**src/sv/dklt_pkg.sv**
```systemverilog
// dklt_pkg: shared types and codes for the dual key lookup table
// no dependencies; imported by dklt_match and dual_key_lookup_table
`default_nettype none

package dklt_pkg;

    // command codes of an input item
    typedef enum logic [1:0] {
        CMD_INSERT     = 2'd0,
        CMD_LOOKUP_PRI = 2'd1,
        CMD_LOOKUP_SEC = 2'd2,
        CMD_UNUSED     = 2'd3
    } cmd_t;

    // status codes of a result item
    typedef enum logic [2:0] {
        ST_OK              = 3'd0,
        ST_NO_KEY          = 3'd1,
        ST_PRIMARY_TAKEN   = 3'd2,
        ST_SECONDARY_TAKEN = 3'd3,
        ST_NOT_FOUND       = 3'd4,
        ST_FULL            = 3'd5
    } status_t;

    // compare unit result for one stored entry
    typedef struct packed {
        logic prim_hit;
        logic sec_hit;
    } match_t;

endpackage

`default_nettype wire

```
**src/sv/dklt_if.sv**
```systemverilog
// dklt_if: valid/ready channel interfaces for request and response items
// no dependencies; used by the top level ports
`default_nettype none

interface dklt_in_if;
    logic        valid;
    logic        ready;
    logic [1:0]  cmd;
    logic        primary_present;
    logic [31:0] primary_key;
    logic        secondary_present;
    logic [31:0] secondary_key;
    logic [31:0] entry_value;

    modport source (
        output valid, cmd, primary_present, primary_key,
               secondary_present, secondary_key, entry_value,
        input  ready
    );
    modport sink (
        input  valid, cmd, primary_present, primary_key,
               secondary_present, secondary_key, entry_value,
        output ready
    );
endinterface

interface dklt_out_if;
    logic        valid;
    logic        ready;
    logic [2:0]  status;
    logic [31:0] found_value;

    modport source (
        output valid, status, found_value,
        input  ready
    );
    modport sink (
        input  valid, status, found_value,
        output ready
    );
endinterface

`default_nettype wire

```
**src/sv/dklt_store.sv**
```systemverilog
// dklt_store: entry memory, one write port and one registered read port
// no package dependencies; instantiated by dual_key_lookup_table
`default_nettype none

module dklt_store #(
    parameter int ENTRIES    = 16,
    parameter int KEY_BITS   = 32,
    parameter int VALUE_BITS = 32,
    parameter int ADDR_W     = 4
) (
    input  wire                   clk,
    input  wire                   wr_en,
    input  wire [ADDR_W-1:0]      wr_addr,
    input  wire                   wr_pvalid,
    input  wire [KEY_BITS-1:0]    wr_pkey,
    input  wire                   wr_svalid,
    input  wire [KEY_BITS-1:0]    wr_skey,
    input  wire [VALUE_BITS-1:0]  wr_value,
    input  wire [ADDR_W-1:0]      rd_addr,
    output logic                  rd_pvalid,
    output logic [KEY_BITS-1:0]   rd_pkey,
    output logic                  rd_svalid,
    output logic [KEY_BITS-1:0]   rd_skey,
    output logic [VALUE_BITS-1:0] rd_value
);

    logic                  pvalid_mem_reg [ENTRIES];
    logic [KEY_BITS-1:0]   pkey_mem_reg   [ENTRIES];
    logic                  svalid_mem_reg [ENTRIES];
    logic [KEY_BITS-1:0]   skey_mem_reg   [ENTRIES];
    logic [VALUE_BITS-1:0] value_mem_reg  [ENTRIES];

    // write port
    always_ff @(posedge clk)
    begin
        if (wr_en)
        begin
            pvalid_mem_reg[wr_addr] <= wr_pvalid;
            pkey_mem_reg[wr_addr]   <= wr_pkey;
            svalid_mem_reg[wr_addr] <= wr_svalid;
            skey_mem_reg[wr_addr]   <= wr_skey;
            value_mem_reg[wr_addr]  <= wr_value;
        end
    end

    // registered read port
    always_ff @(posedge clk)
    begin
        rd_pvalid <= pvalid_mem_reg[rd_addr];
        rd_pkey   <= pkey_mem_reg[rd_addr];
        rd_svalid <= svalid_mem_reg[rd_addr];
        rd_skey   <= skey_mem_reg[rd_addr];
        rd_value  <= value_mem_reg[rd_addr];
    end

endmodule

`default_nettype wire

```
**src/sv/dklt_match.sv**
```systemverilog
// dklt_match: shared key compare unit, checks one stored entry per cycle
// depends on dklt_pkg for match_t
`default_nettype none

module dklt_match #(
    parameter int KEY_BITS = 32
) (
    input  wire                 ent_pvalid,
    input  wire [KEY_BITS-1:0]  ent_pkey,
    input  wire                 ent_svalid,
    input  wire [KEY_BITS-1:0]  ent_skey,
    input  wire [KEY_BITS-1:0]  pkey,
    input  wire [KEY_BITS-1:0]  skey,
    output dklt_pkg::match_t    match
);

    import dklt_pkg::*;

    // both key compares of the entry under scan
    always_comb
    begin
        match.prim_hit = ent_pvalid && (ent_pkey == pkey);
        match.sec_hit  = ent_svalid && (ent_skey == skey);
    end

endmodule

`default_nettype wire

```
**src/sv/dual_key_lookup_table.sv**
```systemverilog
// dual_key_lookup_table: one request item in, one response item out.
// a request is accepted only in idle; each stored entry is then compared in turn
// through the shared compare unit, then the decide step registers the response.
// a new request is taken only after the decide step of the last one; a held
// response stalls the decide step. reset empties the table (fill count to
// zero); entry memory is not cleared and needs no clearing pass.
`default_nettype none

module dual_key_lookup_table #(
    parameter int ENTRIES    = 16,
    parameter int KEY_BITS   = 32,
    parameter int VALUE_BITS = 32
) (
    input  wire         clk,
    input  wire         rst_n,
    dklt_in_if.sink     req,
    dklt_out_if.source  rsp
);

    import dklt_pkg::*;

    localparam int ADDR_W = (ENTRIES > 1) ? $clog2(ENTRIES) : 1;
    localparam int CNT_W  = $clog2(ENTRIES + 1);

    typedef enum logic [1:0] {
        S_IDLE,
        S_SCAN,
        S_DECIDE
    } state_t;

    state_t                state_reg, state_next;
    logic [CNT_W-1:0]      fill_reg, fill_next;
    logic [ADDR_W-1:0]     idx_reg, idx_next;
    logic                  rd_pend_reg, rd_pend_next;
    cmd_t                  cmd_reg, cmd_next;
    logic                  pp_reg, pp_next;
    logic                  sp_reg, sp_next;
    logic [KEY_BITS-1:0]   pk_reg, pk_next;
    logic [KEY_BITS-1:0]   sk_reg, sk_next;
    logic [VALUE_BITS-1:0] val_reg, val_next;
    logic                  phit_reg, phit_next;
    logic                  shit_reg, shit_next;
    logic                  lhit_reg, lhit_next;
    logic [VALUE_BITS-1:0] lval_reg, lval_next;
    logic                  out_valid_reg, out_valid_next;
    status_t               status_reg, status_next;
    logic [31:0]           found_reg, found_next;

    logic                  wr_en;
    logic                  rd_pvalid;
    logic [KEY_BITS-1:0]   rd_pkey;
    logic                  rd_svalid;
    logic [KEY_BITS-1:0]   rd_skey;
    logic [VALUE_BITS-1:0] rd_value;
    match_t                match;
    logic                  cur_lhit;
    logic                  out_free;
    logic                  scan_last;

    // entry memory
    dklt_store #(
        .ENTRIES    (ENTRIES),
        .KEY_BITS   (KEY_BITS),
        .VALUE_BITS (VALUE_BITS),
        .ADDR_W     (ADDR_W)
    ) u_store (
        .clk       (clk),
        .wr_en     (wr_en),
        .wr_addr   (fill_reg[ADDR_W-1:0]),
        .wr_pvalid (pp_reg),
        .wr_pkey   (pk_reg),
        .wr_svalid (sp_reg),
        .wr_skey   (sk_reg),
        .wr_value  (val_reg),
        .rd_addr   (idx_reg),
        .rd_pvalid (rd_pvalid),
        .rd_pkey   (rd_pkey),
        .rd_svalid (rd_svalid),
        .rd_skey   (rd_skey),
        .rd_value  (rd_value)
    );

    // shared compare unit
    dklt_match #(
        .KEY_BITS (KEY_BITS)
    ) u_match (
        .ent_pvalid (rd_pvalid),
        .ent_pkey   (rd_pkey),
        .ent_svalid (rd_svalid),
        .ent_skey   (rd_skey),
        .pkey       (pk_reg),
        .skey       (sk_reg),
        .match      (match)
    );

    // handshake outputs
    assign req.ready       = (state_reg == S_IDLE);
    assign rsp.valid       = out_valid_reg;
    assign rsp.status      = status_reg;
    assign rsp.found_value = found_reg;

    assign out_free  = !out_valid_reg || rsp.ready;
    assign scan_last = ((CNT_W'(idx_reg) + CNT_W'(1)) == fill_reg);

    // lookup hit on the entry now leaving the memory
    always_comb
    begin
        case (cmd_reg)
            CMD_LOOKUP_PRI: cur_lhit = rd_pend_reg && match.prim_hit;
            CMD_LOOKUP_SEC: cur_lhit = rd_pend_reg && match.sec_hit;
            default:        cur_lhit = 1'b0;
        endcase
    end

    // sequencer and next state
    always_comb
    begin
        state_next     = state_reg;
        fill_next      = fill_reg;
        idx_next       = idx_reg;
        rd_pend_next   = 1'b0;
        cmd_next       = cmd_reg;
        pp_next        = pp_reg;
        sp_next        = sp_reg;
        pk_next        = pk_reg;
        sk_next        = sk_reg;
        val_next       = val_reg;
        out_valid_next = out_valid_reg && !rsp.ready;
        status_next    = status_reg;
        found_next     = found_reg;
        wr_en          = 1'b0;

        // fold in the compare of the entry read last cycle
        phit_next = phit_reg || (rd_pend_reg && match.prim_hit);
        shit_next = shit_reg || (rd_pend_reg && match.sec_hit);
        lhit_next = lhit_reg || cur_lhit;
        lval_next = (cur_lhit && !lhit_reg) ? rd_value : lval_reg;

        case (state_reg)
            S_IDLE:
            begin
                if (req.valid)
                begin
                    cmd_next   = cmd_t'(req.cmd);
                    pp_next    = req.primary_present;
                    sp_next    = req.secondary_present;
                    pk_next    = KEY_BITS'(req.primary_key);
                    sk_next    = KEY_BITS'(req.secondary_key);
                    val_next   = VALUE_BITS'(req.entry_value);
                    idx_next   = '0;
                    phit_next  = 1'b0;
                    shit_next  = 1'b0;
                    lhit_next  = 1'b0;
                    lval_next  = '0;
                    state_next = (fill_reg == '0) ? S_DECIDE : S_SCAN;
                end
            end

            S_SCAN:
            begin
                // issue one entry read per cycle
                rd_pend_next = 1'b1;
                idx_next     = idx_reg + ADDR_W'(1);
                if (scan_last)
                begin
                    state_next = S_DECIDE;
                end
            end

            S_DECIDE:
            begin
                if (out_free)
                begin
                    out_valid_next = 1'b1;
                    found_next     = '0;
                    state_next     = S_IDLE;
                    case (cmd_reg)
                        CMD_INSERT:
                        begin
                            if (!pp_reg && !sp_reg)
                            begin
                                status_next = ST_NO_KEY;
                            end
                            else if (pp_reg && phit_next)
                            begin
                                status_next = ST_PRIMARY_TAKEN;
                            end
                            else if (sp_reg && shit_next)
                            begin
                                status_next = ST_SECONDARY_TAKEN;
                            end
                            else if (fill_reg == CNT_W'(ENTRIES))
                            begin
                                status_next = ST_FULL;
                            end
                            else
                            begin
                                status_next = ST_OK;
                                wr_en       = 1'b1;
                                fill_next   = fill_reg + CNT_W'(1);
                            end
                        end
                        CMD_LOOKUP_PRI, CMD_LOOKUP_SEC:
                        begin
                            if (lhit_next)
                            begin
                                status_next = ST_OK;
                                found_next  = 32'(lval_next);
                            end
                            else
                            begin
                                status_next = ST_NOT_FOUND;
                            end
                        end
                        default:
                        begin
                            status_next = ST_NOT_FOUND;
                        end
                    endcase
                end
            end

            default:
            begin
                state_next = S_IDLE;
            end
        endcase
    end

    // state and registered outputs
    always_ff @(posedge clk or negedge rst_n)
    begin
        if (!rst_n)
        begin
            state_reg     <= S_IDLE;
            fill_reg      <= '0;
            idx_reg       <= '0;
            rd_pend_reg   <= 1'b0;
            out_valid_reg <= 1'b0;
        end
        else
        begin
            state_reg     <= state_next;
            fill_reg      <= fill_next;
            idx_reg       <= idx_next;
            rd_pend_reg   <= rd_pend_next;
            out_valid_reg <= out_valid_next;
        end
    end

    // payload and scan flags
    always_ff @(posedge clk)
    begin
        cmd_reg    <= cmd_next;
        pp_reg     <= pp_next;
        sp_reg     <= sp_next;
        pk_reg     <= pk_next;
        sk_reg     <= sk_next;
        val_reg    <= val_next;
        phit_reg   <= phit_next;
        shit_reg   <= shit_next;
        lhit_reg   <= lhit_next;
        lval_reg   <= lval_next;
        status_reg <= status_next;
        found_reg  <= found_next;
    end

endmodule

`default_nettype wire
```
**src/flat_wrapper.sv**
```systemverilog
// flat-port wrapper written by rule: the top's interface ports become plain ports
module dual_key_lookup_table_flat import dklt_pkg::*;
#(
    parameter int ENTRIES    = 16,
    parameter int KEY_BITS   = 32,
    parameter int VALUE_BITS = 32
)
  (clk, rst_n, req_valid, req_cmd, req_primary_present, req_primary_key, req_secondary_present, req_secondary_key, req_entry_value, req_ready, rsp_valid, rsp_status, rsp_found_value, rsp_ready);
  dklt_in_if req_i ();
  dklt_out_if rsp_i ();
  input  wire clk;
  input  wire rst_n;
  input wire logic [$bits(req_i.valid)-1:0] req_valid;
  input wire logic [$bits(req_i.cmd)-1:0] req_cmd;
  input wire logic [$bits(req_i.primary_present)-1:0] req_primary_present;
  input wire logic [$bits(req_i.primary_key)-1:0] req_primary_key;
  input wire logic [$bits(req_i.secondary_present)-1:0] req_secondary_present;
  input wire logic [$bits(req_i.secondary_key)-1:0] req_secondary_key;
  input wire logic [$bits(req_i.entry_value)-1:0] req_entry_value;
  output wire logic [$bits(req_i.ready)-1:0] req_ready;
  output wire logic [$bits(rsp_i.valid)-1:0] rsp_valid;
  output wire logic [$bits(rsp_i.status)-1:0] rsp_status;
  output wire logic [$bits(rsp_i.found_value)-1:0] rsp_found_value;
  input wire logic [$bits(rsp_i.ready)-1:0] rsp_ready;
  assign req_i.valid = req_valid;
  assign req_i.cmd = req_cmd;
  assign req_i.primary_present = req_primary_present;
  assign req_i.primary_key = req_primary_key;
  assign req_i.secondary_present = req_secondary_present;
  assign req_i.secondary_key = req_secondary_key;
  assign req_i.entry_value = req_entry_value;
  assign req_ready = req_i.ready;
  assign rsp_valid = rsp_i.valid;
  assign rsp_status = rsp_i.status;
  assign rsp_found_value = rsp_i.found_value;
  assign rsp_i.ready = rsp_ready;
  dual_key_lookup_table #(.ENTRIES(ENTRIES), .KEY_BITS(KEY_BITS), .VALUE_BITS(VALUE_BITS)) u_core (.clk(clk), .rst_n(rst_n), .req(req_i), .rsp(rsp_i));
endmodule
```
**config.mk**
```make
export PLATFORM = sky130hd
export DESIGN_NAME = dual_key_lookup_table_flat
export DESIGN_NICKNAME = d
export VERILOG_FILES = /design/src/sv/dklt_pkg.sv /design/src/sv/dklt_if.sv /design/src/sv/dklt_store.sv /design/src/sv/dklt_match.sv /design/src/sv/dual_key_lookup_table.sv /design/src/flat_wrapper.sv
export SDC_FILE = /design/constraint.sdc
export NUM_CORES = 2
export LEC_CHECK = 0
export ABC_AREA = 1
export BUFFER_PORTS_ARGS = -buffer_cell sky130_fd_sc_hd__buf_2
export CORE_UTILIZATION = 55
export DETAILED_ROUTE_END_ITERATION = 8
export PLACE_DENSITY = 0.71
export SYNTH_ARGS = -nofsm -noshare
export SYNTH_HDL_FRONTEND = slang
export SYNTH_SLANG_ARGS = --single-unit
```
**constraint.sdc**
```tcl
create_clock -name clk -period 15.86 [get_ports clk]
set_input_delay 2.379 -clock clk [delete_from_list [all_inputs] [get_ports clk]]
set_output_delay 2.379 -clock clk [all_outputs]
set_load 0.02 [all_outputs]
```
## After elaboration in Yosys (flattened, before gate mapping)

Memories as Yosys holds them, arrays and structs flattened. A register that Yosys moved wholly into a read port is not among the register bits.
Cells that the tools add are included.
W data, S select, Z words.

- Memory bits (read-only): 0
- Bits in registers: 183
- Logic and storage cells: 104
- Bits in writable memories: 1,568
- Bits in latches: 0
- Bits of input ports: 104
- Memories kept: 5

Memories:

| name | words | width | read ports | clocked after Yosys merged registers in | wr ports | line | source |
|---|---|---|---|---|---|---|---|
| u_core.u_store.pkey_mem_reg | 16 | 32 | 1 | 1 | 1 | dklt_store.sv:28 | `logic [KEY_BITS-1:0] pkey_mem_reg [ENTRIES];` |
| u_core.u_store.skey_mem_reg | 16 | 32 | 1 | 1 | 1 | dklt_store.sv:30 | `logic [KEY_BITS-1:0] skey_mem_reg [ENTRIES];` |
| u_core.u_store.value_mem_reg | 16 | 32 | 1 | 1 | 1 | dklt_store.sv:31 | `logic [VALUE_BITS-1:0] value_mem_reg [ENTRIES];` |
| u_core.u_store.pvalid_mem_reg | 16 | 1 | 1 | 1 | 1 | dklt_store.sv:27 | `logic pvalid_mem_reg [ENTRIES];` |
| u_core.u_store.svalid_mem_reg | 16 | 1 | 1 | 1 | 1 | dklt_store.sv:29 | `logic svalid_mem_reg [ENTRIES];` |

- Order comparisons: 0
- Bitwise operators: 4
- Reductions and logical operators: 29
- Add/subtract/negate cells: 3
- Shift operators: 0
- Div/mod/pow operators: 0
- Multipliers: 0
- Equal/unequal tests: 11
- Muxes and demuxes: 35

Operator list:

| cell | number |
|---|---|
| $mux W32 | 3 |
| $eq A32 B32 Y1 | 2 |
| $mux W1 | 18 |
| $mux W3 | 5 |
| $logic_and A1 B1 Y1 | 9 |
| $mux W2 | 4 |
| $pmux W4 S2 | 1 |
| $reduce_and A2 Y1 | 4 |
| $reduce_and A7 Y1 | 1 |
| $pmux W2 S3 | 1 |
| $pmux W3 S2 | 1 |
| $add A4 B1 Y5 const B | 1 |
| $add A5 B1 Y5 const B | 1 |
| $eq A5 B5 Y1 | 1 |
| $eq A5 B5 Y1 const B | 1 |
| $logic_not A1 Y1 | 5 |
| $logic_not A5 Y1 | 1 |
| $add A4 B1 Y4 const B | 1 |
| $eq A2 B1 Y1 const B | 2 |
| $eq A2 B2 Y1 const B | 2 |
| $logic_not A2 Y1 | 2 |
| $logic_or A1 B1 Y1 | 4 |
| $mux W4 | 1 |
| $ne A2 B1 Y1 const B | 2 |
| other kinds (6) | 9 |

## Depth between registers and ports, before layout

- Depth after elaboration: 13
- Gate-level depth with buffers: 15

## Modules after synthesis

Synthesis repeated with hierarchy kept, for this count alone.

- Cell total of the unflattened synthesis: 7,188
- Area total of the unflattened synthesis: 76,612.2 µm²

By module, submodules not included:

| module | sequential area each (µm²) | cells each | area each (µm²) | instances |
|---|---|---|---|---|
| dklt_store | 49,047.0 | 6,432 | 68,831.0 | 1 |
| dual_key_lookup_table | 5,079.9 | 476 | 6,585.1 | 1 |
| dklt_match | 0.0 | 280 | 1,196.1 | 1 |

## Worst setup path after synthesis

No wires, ideal clock.

- Kind: input to register
- Start point: input rsp_ready
- End point: memory u_core.u_store.pkey_mem_reg[0][0], enable pin
- Path slack: 6.361 ns
- Arrival: 8.943 ns
- Buffers on the path: 1
- Stages: 7
- Required time: 15.305 ns
- Setup time: 0.555 ns
- Cells stage by stage: nor2_1 nor2_1 nand3_1 nor2_2 nand3_2 buf_2 nor2_1

- Longest elaborated chain between the ends: 5

RTL lines:

| element | line | source |
|---|---|---|
| start, declared | flat_wrapper.sv:24 | `input wire logic [$bits(rsp_i.ready)-1:0] rsp_ready;` |
| $logic_or A1 B1 Y1 | dual_key_lookup_table.sv:102 | `assign out_free = !out_valid_reg \|\| rsp.ready;` |
| $mux W1 | dual_key_lookup_table.sv:172 | `if (out_free)` |
| $mux W1 | dual_key_lookup_table.sv:139 | `case (state_reg)` |
| $mux W1 | dklt_store.sv:36 | `if (wr_en)` |
| $mux W1 (not written as such) | dklt_store.sv:39 | `pkey_mem_reg[wr_addr] <= wr_pkey;` |
| end, declared | dklt_store.sv:28 |  |

No other way between the ends.

## Worst setup path in the final report

- Start point: input rsp_ready
- End point: memory u_core.u_store.skey_mem_reg[15][1], enable pin

- Longest elaborated chain between the ends: 5

RTL lines:

| element | line | source |
|---|---|---|
| $logic_or A1 B1 Y1 | dual_key_lookup_table.sv:102 |  |
| $mux W1 | dual_key_lookup_table.sv:172 |  |
| $mux W1 | dual_key_lookup_table.sv:139 |  |
| $mux W1 | dklt_store.sv:36 |  |
| $mux W1 (not written as such) | dklt_store.sv:41 | `skey_mem_reg[wr_addr] <= wr_skey;` |
| end, declared | dklt_store.sv:30 |  |

No other way between the ends.

==> out/metrics.csv <==
stage,metric,value,unit
outcome,outcome,finished clean,
clock_network,clk_latency,0.82,ns
clock_network,postCtsHoldBufs,0,
cells_and_area,synthToLayoutAreaGrowth,11.18,%
sta,rsz0062_at_grt,false,
sta,fin_setup_tns,0,ns
pwr,cellPowerDensity,160.9,mW/mm2
placed_design,io_buffers,140,
drt,wl_per_cell,23.50,um
floorplanning,die_x,358.1,um
global_route,grt_util_all_layers,25.72,%
global_route,met1_usage,37.17,%
clock_network,cts-resized-gates,0,
synth,synth-edff-count,1703,
synth,synth-main-ff-cell,edfxtp_1,
setup_path,critical_path.max_stage_delay,0.87,ns
setup_path,critPathLaunchType,input port,
cells_and_area,multi_input_area,0.01378,mm2
drt,via_per_inst,6.011,
synth,synth_top_family_by_area,simple AND/OR/NAND/NOR gates,
synth,synth.distinct_cells,40,
sta,worst_clock_skew,0.03520,ns
synth,synth_compound_area_share,9.046,%
drt,drt-total-wl,165400,um
drt,drt_iter0_drc,4951,
synth,synth-simple-area-share,10.05,%
pwr,peakVddDrop,0.1365,mV
drt,first_pass_iters,6,
clock_network,h-tree-depth,4,
sta,post-route-period-util,39.23,%
placed_design,gp_congestion,0.7951,
synth,synth.avg_cell_area,13.51,um2
setup_path,end_kind,register,
setup_path,cp.required,16.27,ns
sta,whs,0.4735,ns
setup_path,crit_chain,"buf_2, nor2_1, nor2_4, nand3_1, nor2_2, nand3_2, nor2_4, buf_4, buf_4",
floorplanning,start_util,55.48,%
sta,final.min_clock_period,6.222,ns
global_route,grt_antenna_before_repair,6,
run,maxCapViolations,0,
sta,fin_ws,9.638,ns
cells_and_area,drive_gt1_share,9.450,%
setup_path,arrival,6.64,ns
setup_path,path_class,input port to register,
cells_and_area,fillers,9149,
global_route,use_met3,4.891,%
clock_network,cts_buffer_depth,3,
synth,ys_seq_area_share,77.60,%
synth,post_synth_mux_area_share,0,%
synth,async_reset_ff_share,0.7031,%
drt,drc,0,
placed_design,placed_area,0.07190,mm2
floorplanning,dieArea,0.1283,mm2
clock_network,root_buffer,clkbuf_16,
synth,ys_ff_latch,1849,
drt,drt.antenna.violating_nets,0,
placed_design,pre_cts_ws,8.794,ns
sta,timing.slew.headroom,20.88,%
global_route,met2_usage,40.24,%
global_route,grt_pass1_vias,40130,
clock_network,cts_post_setup_buffers_inserted,0,
synth,yosysWarnings,0,
synth,synth_nets,5275,
global_route,gr-total-overflow,0,
sta,setup_viol,0,
global_route,grt_pass1_wl,246100,um
clock_network,clock_sinks,1849,
setup_path,critPathMaxFanout,54,
cells_and_area,regArea,0.05414,mm2
sta,final_max_slew_viol_count,0,
synth,synth_area,0.06975,mm2
sta,fmax,160.7,MHz
global_route,grt_max_degree,195,
setup_path,crit_slowest_cell,buf_4,
cells_and_area,final_area,0.07755,mm2
clock_network,clk_pin_slew,0.06,ns
sta,hold_viol_final,0,
global_route,top_usage_layer,met2,
floorplanning,rows,130,
synth,syn_inst,5162,
clock_network,cts_inserted_buffers,177,
worst_hold_path,holdCritPathClass,register to register,
floorplanning,coreArea,0.1257,mm2
cells_and_area,fin_nets,5342,
floorplanning,ios,141,
placed_design,dp_hpwl,82870,um
pwr,power.leakage,26.55,nW
sta,tightest_slew,1.187,ns
synth,synthXorXnorAreaFrac,0.2888,%
synth,synth_fa_ha_area_share,0.1614,%
floorplanning,fp.dieH,358.1,um
drt,vias,42300,
clock_network,cts_tree,done,
-- critical path, delay by kind of cell --
family        cells  cell delay (ns)
buf+inv           3             1.56
simple gates      6             2.59
-- layer usage --
layer | up-vias | wire (um)
met5 | - | 13
met2 | 2025 | 77280
li1 | 19110 | -
met4 | 2 | 3400
met1 | 20890 | 69240
met3 | 272 | 15420
-- placed cells by master, fill, tap and decap left out, types with 4 or more instances in the layout --
cell	synthesis	layout
ha_1	9	9
clkbuf_8	0	11
clkinvlp_4	0	4
nand4_1	120	120
a21oi_1	235	235
clkinv_2	0	38
dfrtp_4	0	4
o221ai_1	80	80
dfrtp_1	13	9
bufinv_16	0	10
o21ai_0	398	398
dfxtp_1	133	133
nor2_4	0	19
inv_6	0	11
clkbuf_16	0	181
nand2_1	860	860
nor2_1	543	525
clkbuf_1	202	44
buf_2	91	140
a221oi_1	116	116
inv_1	158	156
o22ai_1	122	122
clkinv_1	2	36
nand3_1	175	175
o21ai_1	121	121
edfxtp_1	1703	1703
buf_4	5	69
xor2_1	6	6
xnor2_1	17	17
-- cell usage after synthesis (2+ instances only) --
library cell	count	share of area, %
a221oi_1	116	1.5
nand2_4	2	0.032
o21ai_1	121	0.87
o21ai_0	398	2.9
ha_1	9	0.16
o22ai_1	122	1.1
buf_2	91	0.65
nand3_1	175	1.3
edfxtp_1	1703	73
dfrtp_1	13	0.47
dfxtp_1	133	3.8
or2_1	3	0.027
or2_2	2	0.018
a21oi_1	235	1.7
buf_6	3	0.048
clkinv_1	2	0.011
xor2_1	6	0.075
clkbuf_1	202	1.1
buf_4	5	0.054
nand4_1	120	1.1
buf_1	22	0.12
xnor2_1	17	0.21
nor2_1	543	2.9
o221ai_1	80	1.0
nor2_2	2	0.018
inv_1	158	0.85
nand2_1	860	4.6
inv_2	7	0.038
-- path summary, 6_finish.rpt --
kind                                        start                            endpoint  slack, ns  cells past startpoint
worst max-delay path                    rsp_ready  u_core.u_store.skey_mem_reg[15][1]       9.64                      9
worst min-delay path              u_core.shit_reg                     u_core.shit_reg       0.47                      2
worst max register to register  u_core.sk_reg[19]  u_core.u_store.skey_mem_reg[15][1]      10.60                     13
worst min register to register    u_core.shit_reg                     u_core.shit_reg       0.47                      2
max in group asynchronous                   rst_n                   u_core.idx_reg[1]      14.11                      1
min in group asynchronous                   rst_n                 u_core.state_reg[1]       1.46                      1
-- logic make-up (layout without fill, tap and decap cells) --
family / count (synthesis) / count (layout)
simple gates: 1712 / 1712
fa+ha+maj: 9 / 9
compound gates: 1079 / 1079
flops: 1849 / 1849
other cells: 0 / 1
buf+inv: 490 / 714
xor+xnor: 23 / 23
-- cell type report --
class	instances	share of cell area, %
antenna	1	0.003227
clock buffer	236	6.249
sequential	1849	69.81
inverter	167	0.8406
multi-input combinational	2823	17.77
clock inverter	100	1.037
timing repair buffer	211	1.623
tap	1650	2.662
-- power by group --
part	switching [W]	leakage, nW	internal, W
Combinational	0.00164	7.13	0.000613
Sequential	0.000332	16.6	0.00579
Clock	0.00178	2.78	0.00232
Total	0.00376	26.6	0.00872
-- metrics by stage --
stage | utilization, % | cells | power [W]
2_1_floorplan | - | 5162 | 0.007626
4_1_cts | 61.68 | 7036 | 0.01249
3_3_place_gp | 57.18 | 6700 | 0.008375
6_report | 61.68 | 7037 | 0.01248
5_1_grt | 61.68 | 7037 | 0.01296
3_5_place_dp | 57.18 | 6700 | 0.008443
Note: power is estimated with default switching activity, not from simulation.
